## config.mk

```make
export PLATFORM = sky130hd
export DESIGN_NAME = overwriting_ring_fifo
export DESIGN_NICKNAME = d
export VERILOG_FILES = /design/src/hdl/rof_pkg.sv /design/src/hdl/rof_front.sv /design/src/hdl/rof_cmd_queue.sv /design/src/hdl/rof_back.sv /design/src/hdl/overwriting_ring_fifo.sv
export SDC_FILE = /design/constraint.sdc
export NUM_CORES = 2
export LEC_CHECK = 0
export BUFFER_PORTS_ARGS = -buffer_cell sky130_fd_sc_hd__buf_2
export CORE_MARGIN = 2
export CORE_UTILIZATION = 28
export CTS_CLUSTER_SIZE = 28
export DETAILED_ROUTE_END_ITERATION = 8
export GPL_TIMING_DRIVEN = 0
export PLACE_DENSITY_LB_ADDON = 0.08
export SLEW_MARGIN = 10
export SYNTH_ARGS = -nofsm -noshare
export SYNTH_HDL_FRONTEND = slang
export SYNTH_HIERARCHICAL = 1
export SYNTH_SLANG_ARGS = --single-unit
```

## constraint.sdc

```tcl
create_clock -name clk -period 9.5 [get_ports clk]
set_input_delay 0.95 -clock clk [delete_from_list [all_inputs] [get_ports clk]]
set_output_delay 0.95 -clock clk [all_outputs]
set_load 0.03 [all_outputs]
```

## src/hdl/rof_pkg.sv

```systemverilog
// rof_pkg: shared constants, command encoding and interface structs for the
// overwriting ring FIFO. No dependencies.
`timescale 1ns / 1ps
`default_nettype none

package rof_pkg;

    localparam int DEPTH      = 64;
    localparam int DATA_WIDTH = 32;
    localparam int ADDR_W     = $clog2(DEPTH);
    localparam int CNT_W      = 7;
    localparam int FUNC_W     = 2;
    localparam int QDEPTH     = 2;
    localparam int QPTR_W     = $clog2(QDEPTH);
    localparam int QCNT_W     = $clog2(QDEPTH + 1);

    typedef enum logic [FUNC_W-1:0] {
        FUNC_PUSH  = 2'd0,
        FUNC_POP   = 2'd1,
        FUNC_CLEAR = 2'd2,
        FUNC_NOP   = 2'd3
    } func_t;

    typedef enum logic [3:0] {
        OP_PUSH  = 4'b0001,
        OP_POP   = 4'b0010,
        OP_CLEAR = 4'b0100,
        OP_NOP   = 4'b1000
    } op_t;

    typedef struct packed {
        op_t                   op;
        logic [DATA_WIDTH-1:0] data;
        logic [CNT_W-1:0]      count;
    } cmd_t;

    typedef struct packed {
        logic full;
        logic head_valid;
    } q_stat_t;

endpackage

`default_nettype wire

```

## src/hdl/rof_front.sv

```systemverilog
// rof_front: accepts transactions on the command port and classifies the
// function code into a queued command. Depends on rof_pkg.
`timescale 1ns / 1ps
`default_nettype none

module rof_front
    import rof_pkg::*;
(
    input  wire logic                  start,
    input  wire logic [FUNC_W-1:0]     func,
    input  wire logic [DATA_WIDTH-1:0] data_in,
    input  wire logic [CNT_W-1:0]      pop_count,
    input  wire q_stat_t               q_stat,
    output logic                       busy,
    output logic                       enq,
    output cmd_t                       enq_cmd
);

    always_comb
    begin
        busy          = q_stat.full;
        enq           = start & ~q_stat.full;
        enq_cmd.data  = data_in;
        enq_cmd.count = pop_count;
        case (func_t'(func))
            FUNC_PUSH:  enq_cmd.op = OP_PUSH;
            FUNC_POP:   enq_cmd.op = OP_POP;
            FUNC_CLEAR: enq_cmd.op = OP_CLEAR;
            default:    enq_cmd.op = OP_NOP;
        endcase
    end

endmodule

`default_nettype wire

```

## src/hdl/rof_cmd_queue.sv

```systemverilog
// rof_cmd_queue: two-entry command queue between front and back ends.
// Depends on rof_pkg.
`timescale 1ns / 1ps
`default_nettype none

module rof_cmd_queue
    import rof_pkg::*;
(
    input  wire logic clk,
    input  wire logic rst_n,
    input  wire logic enq,
    input  wire cmd_t enq_cmd,
    input  wire logic deq,
    output q_stat_t   q_stat,
    output cmd_t      head
);

    cmd_t              entry_reg [QDEPTH];
    logic [QPTR_W-1:0] wptr_reg, wptr_next;
    logic [QPTR_W-1:0] rptr_reg, rptr_next;
    logic [QCNT_W-1:0] cnt_reg, cnt_next;

    always_comb
    begin
        wptr_next = enq ? wptr_reg + 1'b1 : wptr_reg;
        rptr_next = deq ? rptr_reg + 1'b1 : rptr_reg;
        cnt_next  = cnt_reg;
        if (enq && !deq)
            cnt_next = cnt_reg + 1'b1;
        else if (deq && !enq)
            cnt_next = cnt_reg - 1'b1;
        q_stat.full       = (cnt_reg == QCNT_W'(QDEPTH));
        q_stat.head_valid = (cnt_reg != '0);
        head              = entry_reg[rptr_reg];
    end

    always_ff @(posedge clk or negedge rst_n)
    begin
        if (!rst_n)
        begin
            wptr_reg <= '0;
            rptr_reg <= '0;
            cnt_reg  <= '0;
        end
        else
        begin
            wptr_reg <= wptr_next;
            rptr_reg <= rptr_next;
            cnt_reg  <= cnt_next;
        end
    end

    always_ff @(posedge clk)
    begin
        if (enq)
            entry_reg[wptr_reg] <= enq_cmd;
    end

endmodule

`default_nettype wire

```

## src/hdl/rof_back.sv

```systemverilog
// rof_back: executes queued commands against the word store, owns the ring
// pointers, fill count, capacity register and result registers. Depends on rof_pkg.
`timescale 1ns / 1ps
`default_nettype none

module rof_back
    import rof_pkg::*;
(
    input  wire logic                  clk,
    input  wire logic                  rst_n,
    input  wire logic                  cfg_we,
    input  wire logic [CNT_W-1:0]      cfg_wdata,
    input  wire q_stat_t               q_stat,
    input  wire cmd_t                  head,
    output logic                       deq,
    output logic                       done,
    output logic [DATA_WIDTH-1:0]      data_out,
    output logic                       status,
    output logic                       last,
    output logic                       is_full,
    output logic                       is_empty,
    output logic [CNT_W-1:0]           fill_level
);

    typedef enum logic [1:0] {
        ST_IDLE = 2'b01,
        ST_RUN  = 2'b10
    } state_t;

    logic [DATA_WIDTH-1:0] mem [DEPTH];
    logic [DATA_WIDTH-1:0] rd_data_reg;

    state_t            state_reg, state_next;
    logic [ADDR_W-1:0] wr_reg, wr_next;
    logic [ADDR_W-1:0] rd_reg, rd_next;
    logic [CNT_W-1:0]  cnt_reg, cnt_next;
    logic [CNT_W-1:0]  cap_reg, cap_next;
    logic [CNT_W-1:0]  rem_reg, rem_next;

    logic              res_valid_reg, res_valid_next;
    logic              res_mem_reg, res_mem_next;
    logic              res_status_reg, res_status_next;
    logic              res_last_reg, res_last_next;
    logic              res_full_reg, res_full_next;
    logic              res_empty_reg, res_empty_next;
    logic [CNT_W-1:0]  res_fill_reg, res_fill_next;

    logic              mem_we;
    logic              mem_re;
    logic              issue_word;
    logic              last_word;

    function automatic logic [ADDR_W-1:0] adv(input logic [ADDR_W-1:0] idx,
                                              input logic [CNT_W-1:0] cap);
        logic [CNT_W-1:0] nxt;
        nxt = CNT_W'(idx) + 1'b1;
        return (nxt >= cap) ? '0 : nxt[ADDR_W-1:0];
    endfunction

    always_comb
    begin
        state_next      = state_reg;
        wr_next         = wr_reg;
        rd_next         = rd_reg;
        cnt_next        = cnt_reg;
        cap_next        = cap_reg;
        rem_next        = rem_reg;
        res_valid_next  = 1'b0;
        res_mem_next    = 1'b0;
        res_status_next = 1'b0;
        res_last_next   = 1'b1;
        mem_we          = 1'b0;
        mem_re          = 1'b0;
        deq             = 1'b0;
        issue_word      = 1'b0;
        last_word       = 1'b0;

        case (state_reg)
            ST_IDLE:
            begin
                if (q_stat.head_valid)
                begin
                    deq = 1'b1;
                    case (head.op)
                        OP_PUSH:
                        begin
                            mem_we         = 1'b1;
                            wr_next        = adv(wr_reg, cap_reg);
                            res_valid_next = 1'b1;
                            if (cnt_reg < cap_reg)
                                cnt_next = cnt_reg + 1'b1;
                            if (cnt_next == cap_reg)
                                rd_next = wr_next;
                        end
                        OP_POP:
                        begin
                            if (head.count == '0 || head.count > cnt_reg)
                            begin
                                res_valid_next  = 1'b1;
                                res_status_next = 1'b1;
                            end
                            else
                            begin
                                issue_word = 1'b1;
                                last_word  = (head.count == CNT_W'(1));
                                if (!last_word)
                                begin
                                    state_next = ST_RUN;
                                    rem_next   = head.count - 1'b1;
                                end
                            end
                        end
                        OP_CLEAR:
                        begin
                            wr_next        = '0;
                            rd_next        = '0;
                            cnt_next       = '0;
                            res_valid_next = 1'b1;
                        end
                        default:
                        begin
                            res_valid_next = 1'b1;
                        end
                    endcase
                end
            end
            ST_RUN:
            begin
                issue_word = 1'b1;
                last_word  = (rem_reg == CNT_W'(1));
                rem_next   = rem_reg - 1'b1;
                if (last_word)
                    state_next = ST_IDLE;
            end
            default:
            begin
                state_next = ST_IDLE;
            end
        endcase

        if (issue_word)
        begin
            mem_re         = 1'b1;
            rd_next        = adv(rd_reg, cap_reg);
            cnt_next       = cnt_reg - 1'b1;
            res_valid_next = 1'b1;
            res_mem_next   = 1'b1;
            res_last_next  = last_word;
        end

        res_full_next  = (cnt_next == cap_reg);
        res_empty_next = (cnt_next == '0);
        res_fill_next  = cnt_next;

        // capacity write: saturate and flush the ring
        if (cfg_we)
        begin
            if (cfg_wdata == '0)
                cap_next = CNT_W'(1);
            else if (cfg_wdata > CNT_W'(DEPTH))
                cap_next = CNT_W'(DEPTH);
            else
                cap_next = cfg_wdata;
            wr_next  = '0;
            rd_next  = '0;
            cnt_next = '0;
        end
    end

    always_ff @(posedge clk or negedge rst_n)
    begin
        if (!rst_n)
        begin
            state_reg     <= ST_IDLE;
            wr_reg        <= '0;
            rd_reg        <= '0;
            cnt_reg       <= '0;
            cap_reg       <= CNT_W'(DEPTH);
            rem_reg       <= '0;
            res_valid_reg <= 1'b0;
        end
        else
        begin
            state_reg     <= state_next;
            wr_reg        <= wr_next;
            rd_reg        <= rd_next;
            cnt_reg       <= cnt_next;
            cap_reg       <= cap_next;
            rem_reg       <= rem_next;
            res_valid_reg <= res_valid_next;
        end
    end

    always_ff @(posedge clk)
    begin
        res_mem_reg    <= res_mem_next;
        res_status_reg <= res_status_next;
        res_last_reg   <= res_last_next;
        res_full_reg   <= res_full_next;
        res_empty_reg  <= res_empty_next;
        res_fill_reg   <= res_fill_next;
    end

    always_ff @(posedge clk)
    begin
        if (mem_we)
            mem[wr_reg] <= head.data;
        if (mem_re)
            rd_data_reg <= mem[rd_reg];
    end

    assign done       = res_valid_reg;
    assign data_out   = res_mem_reg ? rd_data_reg : '0;
    assign status     = res_status_reg;
    assign last       = res_last_reg;
    assign is_full    = res_full_reg;
    assign is_empty   = res_empty_reg;
    assign fill_level = res_fill_reg;

endmodule

`default_nettype wire

```

## src/hdl/overwriting_ring_fifo.sv

```systemverilog
// overwriting_ring_fifo: top level joining command front end, command queue
// and execution back end. Depends on rof_pkg, rof_front, rof_cmd_queue, rof_back.
`timescale 1ns / 1ps
`default_nettype none

// A transaction is taken when start is high and busy is low; busy rises only
// while the two-entry command queue is full. The back end retires one command
// per cycle except while a pop of several words runs: push, clear and refused
// or no-op commands give one result each, and a pop of n words gives n results,
// one per cycle, paced by the single read port of the word store. A result
// appears right after the edge at which its command leaves the queue; between
// a transaction's acceptance and its first result lie the queue register and
// the result registers. Each result is strobed by done for exactly one cycle;
// the receiver cannot hold them off, so it must take every strobed cycle.
// Writing cfg_wdata with cfg_we also empties the FIFO.
module overwriting_ring_fifo
    import rof_pkg::*;
(
    input  wire logic                  clk,
    input  wire logic                  rst_n,
    input  wire logic                  cfg_we,
    input  wire logic [CNT_W-1:0]      cfg_wdata,
    input  wire logic                  start,
    output logic                       busy,
    input  wire logic [FUNC_W-1:0]     func,
    input  wire logic [DATA_WIDTH-1:0] data_in,
    input  wire logic [CNT_W-1:0]      pop_count,
    output logic                       done,
    output logic [DATA_WIDTH-1:0]      data_out,
    output logic                       status,
    output logic                       last,
    output logic                       is_full,
    output logic                       is_empty,
    output logic [CNT_W-1:0]           fill_level
);

    q_stat_t q_stat;
    logic    enq;
    logic    deq;
    cmd_t    enq_cmd;
    cmd_t    head;

    rof_front u_front (
        .start     (start),
        .func      (func),
        .data_in   (data_in),
        .pop_count (pop_count),
        .q_stat    (q_stat),
        .busy      (busy),
        .enq       (enq),
        .enq_cmd   (enq_cmd)
    );

    rof_cmd_queue u_queue (
        .clk     (clk),
        .rst_n   (rst_n),
        .enq     (enq),
        .enq_cmd (enq_cmd),
        .deq     (deq),
        .q_stat  (q_stat),
        .head    (head)
    );

    rof_back u_back (
        .clk        (clk),
        .rst_n      (rst_n),
        .cfg_we     (cfg_we),
        .cfg_wdata  (cfg_wdata),
        .q_stat     (q_stat),
        .head       (head),
        .deq        (deq),
        .done       (done),
        .data_out   (data_out),
        .status     (status),
        .last       (last),
        .is_full    (is_full),
        .is_empty   (is_empty),
        .fill_level (fill_level)
    );

endmodule

`default_nettype wire

```

==> run_results.csv <==
group,metric,value,unit
power_and_ir_drop,power_density,278,mW/mm²
power_and_ir_drop,vdd_drop_max,0.231,mV
die,die-area,0.313,mm²
clocking,cts.clk_slew.worst_paths,0.06,ns
clocking,root_buffer,"clkbuf_16",
clocking,post_cts_buffers,0,
yosys,async_reset_ff_frac,0.0180,
global_route,antenna_found_initial,37,
final_layout,fillers,28700,
detailed_routing,postRouteAntennaNets,0,
run_status,status,"finished, final reports clean",
detailed_routing,dr_total_vias,40300,
sta,setup_tns,0,ns
detailed_routing,drt_pre_antenna_iters,5,
sta,report.final.hold_viol_count,0,
global_route,grt_pass1_wl,365000,µm
yosys,synth_edf_count,2166,
detailed_routing,wl,266000,µm
placement,dpl.hpwl,181000,µm
yosys,netlist_area,0.0864,mm²
final_layout,drive_gt1_frac,0.331,
critical_path,required,10.28,ns
detailed_routing,avgRoutedWirePerCell,31.7,µm
critical_path,cp_data_arrival_time,6.23,ns
detailed_routing,viasPerCell,4.79,
final_layout,largest_reg_flops,2048,
clocking,cts_tree,"yes",
sta,fin_crit_sh,0.573,
clocking,cts_inserted_buffers,265,
critical_path,critPathKind,"flip-flop to flip-flop",
final_layout,nets,4184,
power_and_ir_drop,leakagePower,31.6,nW
critical_path,end_kind,"flip-flop",
yosys,yosys_register_bits,2218,
yosys,synth_cells,3658,
global_route,grtUsageMet1,0.226,
detailed_routing,drtIter0Drc,3711,
clocking,cts.repair.resized,0,
sta,rsz0062_at_grt,"false",
placement,port_buffers,57,
global_route,met2_usage,0.292,
yosys,synth_top_cell_by_area,"edfxtp_1",
clocking,cts_hold_buffers,0,
detailed_routing,drc,0,
run,cap_violations,0,
global_route,gr-usage-all-layers,0.169,
die,io_pins,97,
critical_path,start_kind,"flip-flop",
sta,fin_worst_skew,0.0450,ns
clocking,htreeDepth,5,
die,std_cell_rows,203,
yosys,ys_warn_count,6,
placement,place.gp.congestion,0.740,
sta,tightest_slew,1.39,ns
sta,max-slew-margin-rel,0.0762,
sta,max_freq,184,MHz
global_route,grt-busiest-layer,"met2",
yosys,yosysTopAreaCellShare,0.753,
sta,setup_viol,0,
global_route,grt_max_degree,65,
die,die_y,559,µm
yosys,ys.flop_type,"edfxtp_1",
yosys,syn_avg_cell_area,23.6,µm²
yosys,syn_nets,3749,
die,die_w,559,µm
yosys,yosysUniqueCellTypes,74,
global_route,gr-total-overflow,0,
critical_path,crit_fanout,10,
sta,finalMaxSlewViolations,0,
die,initial_core_util,0.282,
final_layout,syn_to_final_growth,19.3,%
clocking,clk_path_buf_depth,4,
final_layout,post-route-util,0.336,
sta,fin_crit,5.45,ns
clocking,cts_sinks,2218,
global_route,first_global_vias,42000,
yosys,synthTopCellsByArea,"edfxtp_1 (75%), mux4_2 (18%), dfrtp_1 (1.1%)",
die,coreArea,0.306,mm²
global_route,grt_util_met3,0.0236,
clocking,clock_latency,0.88,ns
min_path,min_path_type,"input pin to asynchronous set/reset pin",
yosys,ys_seq_area_frac,0.768,
path summary, 6_finish.rpt:
path	startpoint	endpoint	slack (ns)	cells after the start
setup reg to reg	u_back/rd_reg[1]	u_back/rd_reg[2]	4.05	13
setup / recovery	u_back/rd_reg[1]	u_back/rd_reg[2]	4.05	13
min in group clk	data_in[23]	u_queue/entry_reg[1][30]	0.25	1
max in group asynchronous	rst_n	u_back/rd_reg[5]	8.89	1
hold / removal	rst_n	u_queue/rptr_reg	0.08	1
hold reg to reg	u_queue/cnt_reg[1]	u_queue/cnt_reg[1]	0.48	1
routing by layer:
| metal | wire [µm] | vias to the layer above | share of wire |
|---|---|---|---|
| li1 | - | 16500 | - |
| met1 | 114000 | 22500 | 0.43 |
| met2 | 136000 | 962 | 0.51 |
| met3 | 12400 | 286 | 0.046 |
| met4 | 4730 | 0 | 0.018 |
| met5 | 0 | - | 0 |
worst max-delay path, cell delays in order, from the launching register on:
cell,delay (ns)
dfrtp_1,0.45
clkbuf_1,0.71
clkbuf_1,1.01
clkbuf_1,0.82
nand3_1,0.26
nor2_1,0.19
xor2_1,0.30
ha_1,0.32
a21o_1,0.18
a211oi_1,0.24
o211ai_1,0.30
inv_1,0.25
a32o_1,0.19
o2bb2ai_1,0.12
area by class of cell:
class                   instances  area (µm²)  area share
flip-flops and latches       2218       66300       0.644
plain buffers                 218        1130      0.0110
clock buffers                 345        7080      0.0687
diodes                         22        55.1    0.000534
clock inverters               119        1060      0.0103
inverters                      40         150     0.00146
well taps                    4100        5130      0.0498
multi-input cells            1182       19300       0.188
repair buffers                168        2790      0.0271
synthesized netlist by cell type, types with 3 or more instances:
cell type / n
dfrtp_1: 38
nand2b_1: 3
mux2_2: 9
a21oi_1: 19
xnor2_1: 22
nor2b_1: 9
and2_1: 36
buf_6: 3
buf_2: 37
and3_1: 7
mux2i_1: 6
o22ai_1: 7
buf_1: 18
a22o_1: 3
ha_1: 39
inv_1: 38
nand3b_1: 10
buf_12: 4
xor2_1: 14
nand3_1: 24
mux2_4: 39
nor2_1: 97
or3_1: 9
o21ai_0: 28
o211ai_1: 3
a211oi_1: 3
clkbuf_1: 115
a31oi_1: 3
mux4_2: 672
edfxtp_1: 2166
nand2_1: 44
buf_4: 41
nand4_1: 6
a32o_1: 3
o31ai_1: 3
dfxtp_1: 12
nor3_1: 13
a21o_1: 10
power breakdown:
group	switching (W)	internal, W	total (W)	leakage [nW]
clock	0.00404	0.00565	0.00969	3.97
sequential	0.000111	0.0121	0.0123	20.1
combinational	0.00433	0.00240	0.00673	7.56
total	0.00848	0.0202	0.0287	31.6
cells in the final DEF, fill, tap and decap left out, drive strengths merged, types with 9 or more instances in the layout:
master / n
and2: 37
bufinv: 14
dfxtp: 12
xnor2: 22
nor3: 13
mux4: 672
dfrtp: 38
nand2: 44
or3: 9
o21ai: 29
clkinv: 93
a21o: 10
nor2b: 9
diode: 22
edfxtp: 2166
clkbuf: 463
buf: 268
nand3: 24
inv: 51
xor2: 14
a21oi: 19
mux2: 48
ha: 39
nor2: 98
nand3b: 10
metrics by stage:
stage	setup slack (ns)	cells	power, W	area, µm²	hold WS [ns]
after floorplan	5.61	3658	0.0165	86400	0.447
after global placement	1.98	7815	0.0193	91800	0.468
after detailed placement	4.06	7926	0.0194	94800	0.486
after CTS	4.02	8390	0.0292	103000	0.0637
after global routing	3.76	8392	0.0299	103000	0.0835
final	4.05	8412	0.0287	103000	0.0827
logic make-up (layout without fill, tap and decap cells):
| logic type | after synthesis | count (layout) | share of synthesized area |
|---|---|---|---|
| flops | 2218 | 2218 | 0.768 |
| mux | 726 | 726 | 0.184 |
| simple gates | 275 | 275 | 0.0161 |
| buf+inv | 258 | 890 | 0.0145 |
| compound gates | 106 | 106 | 0.00856 |
| fa+ha+maj | 39 | 39 | 0.00565 |
| xor+xnor | 36 | 36 | 0.00365 |
| other cells | 0 | 22 | 0 |
No activity file was read; power rests on OpenSTA's default activity.
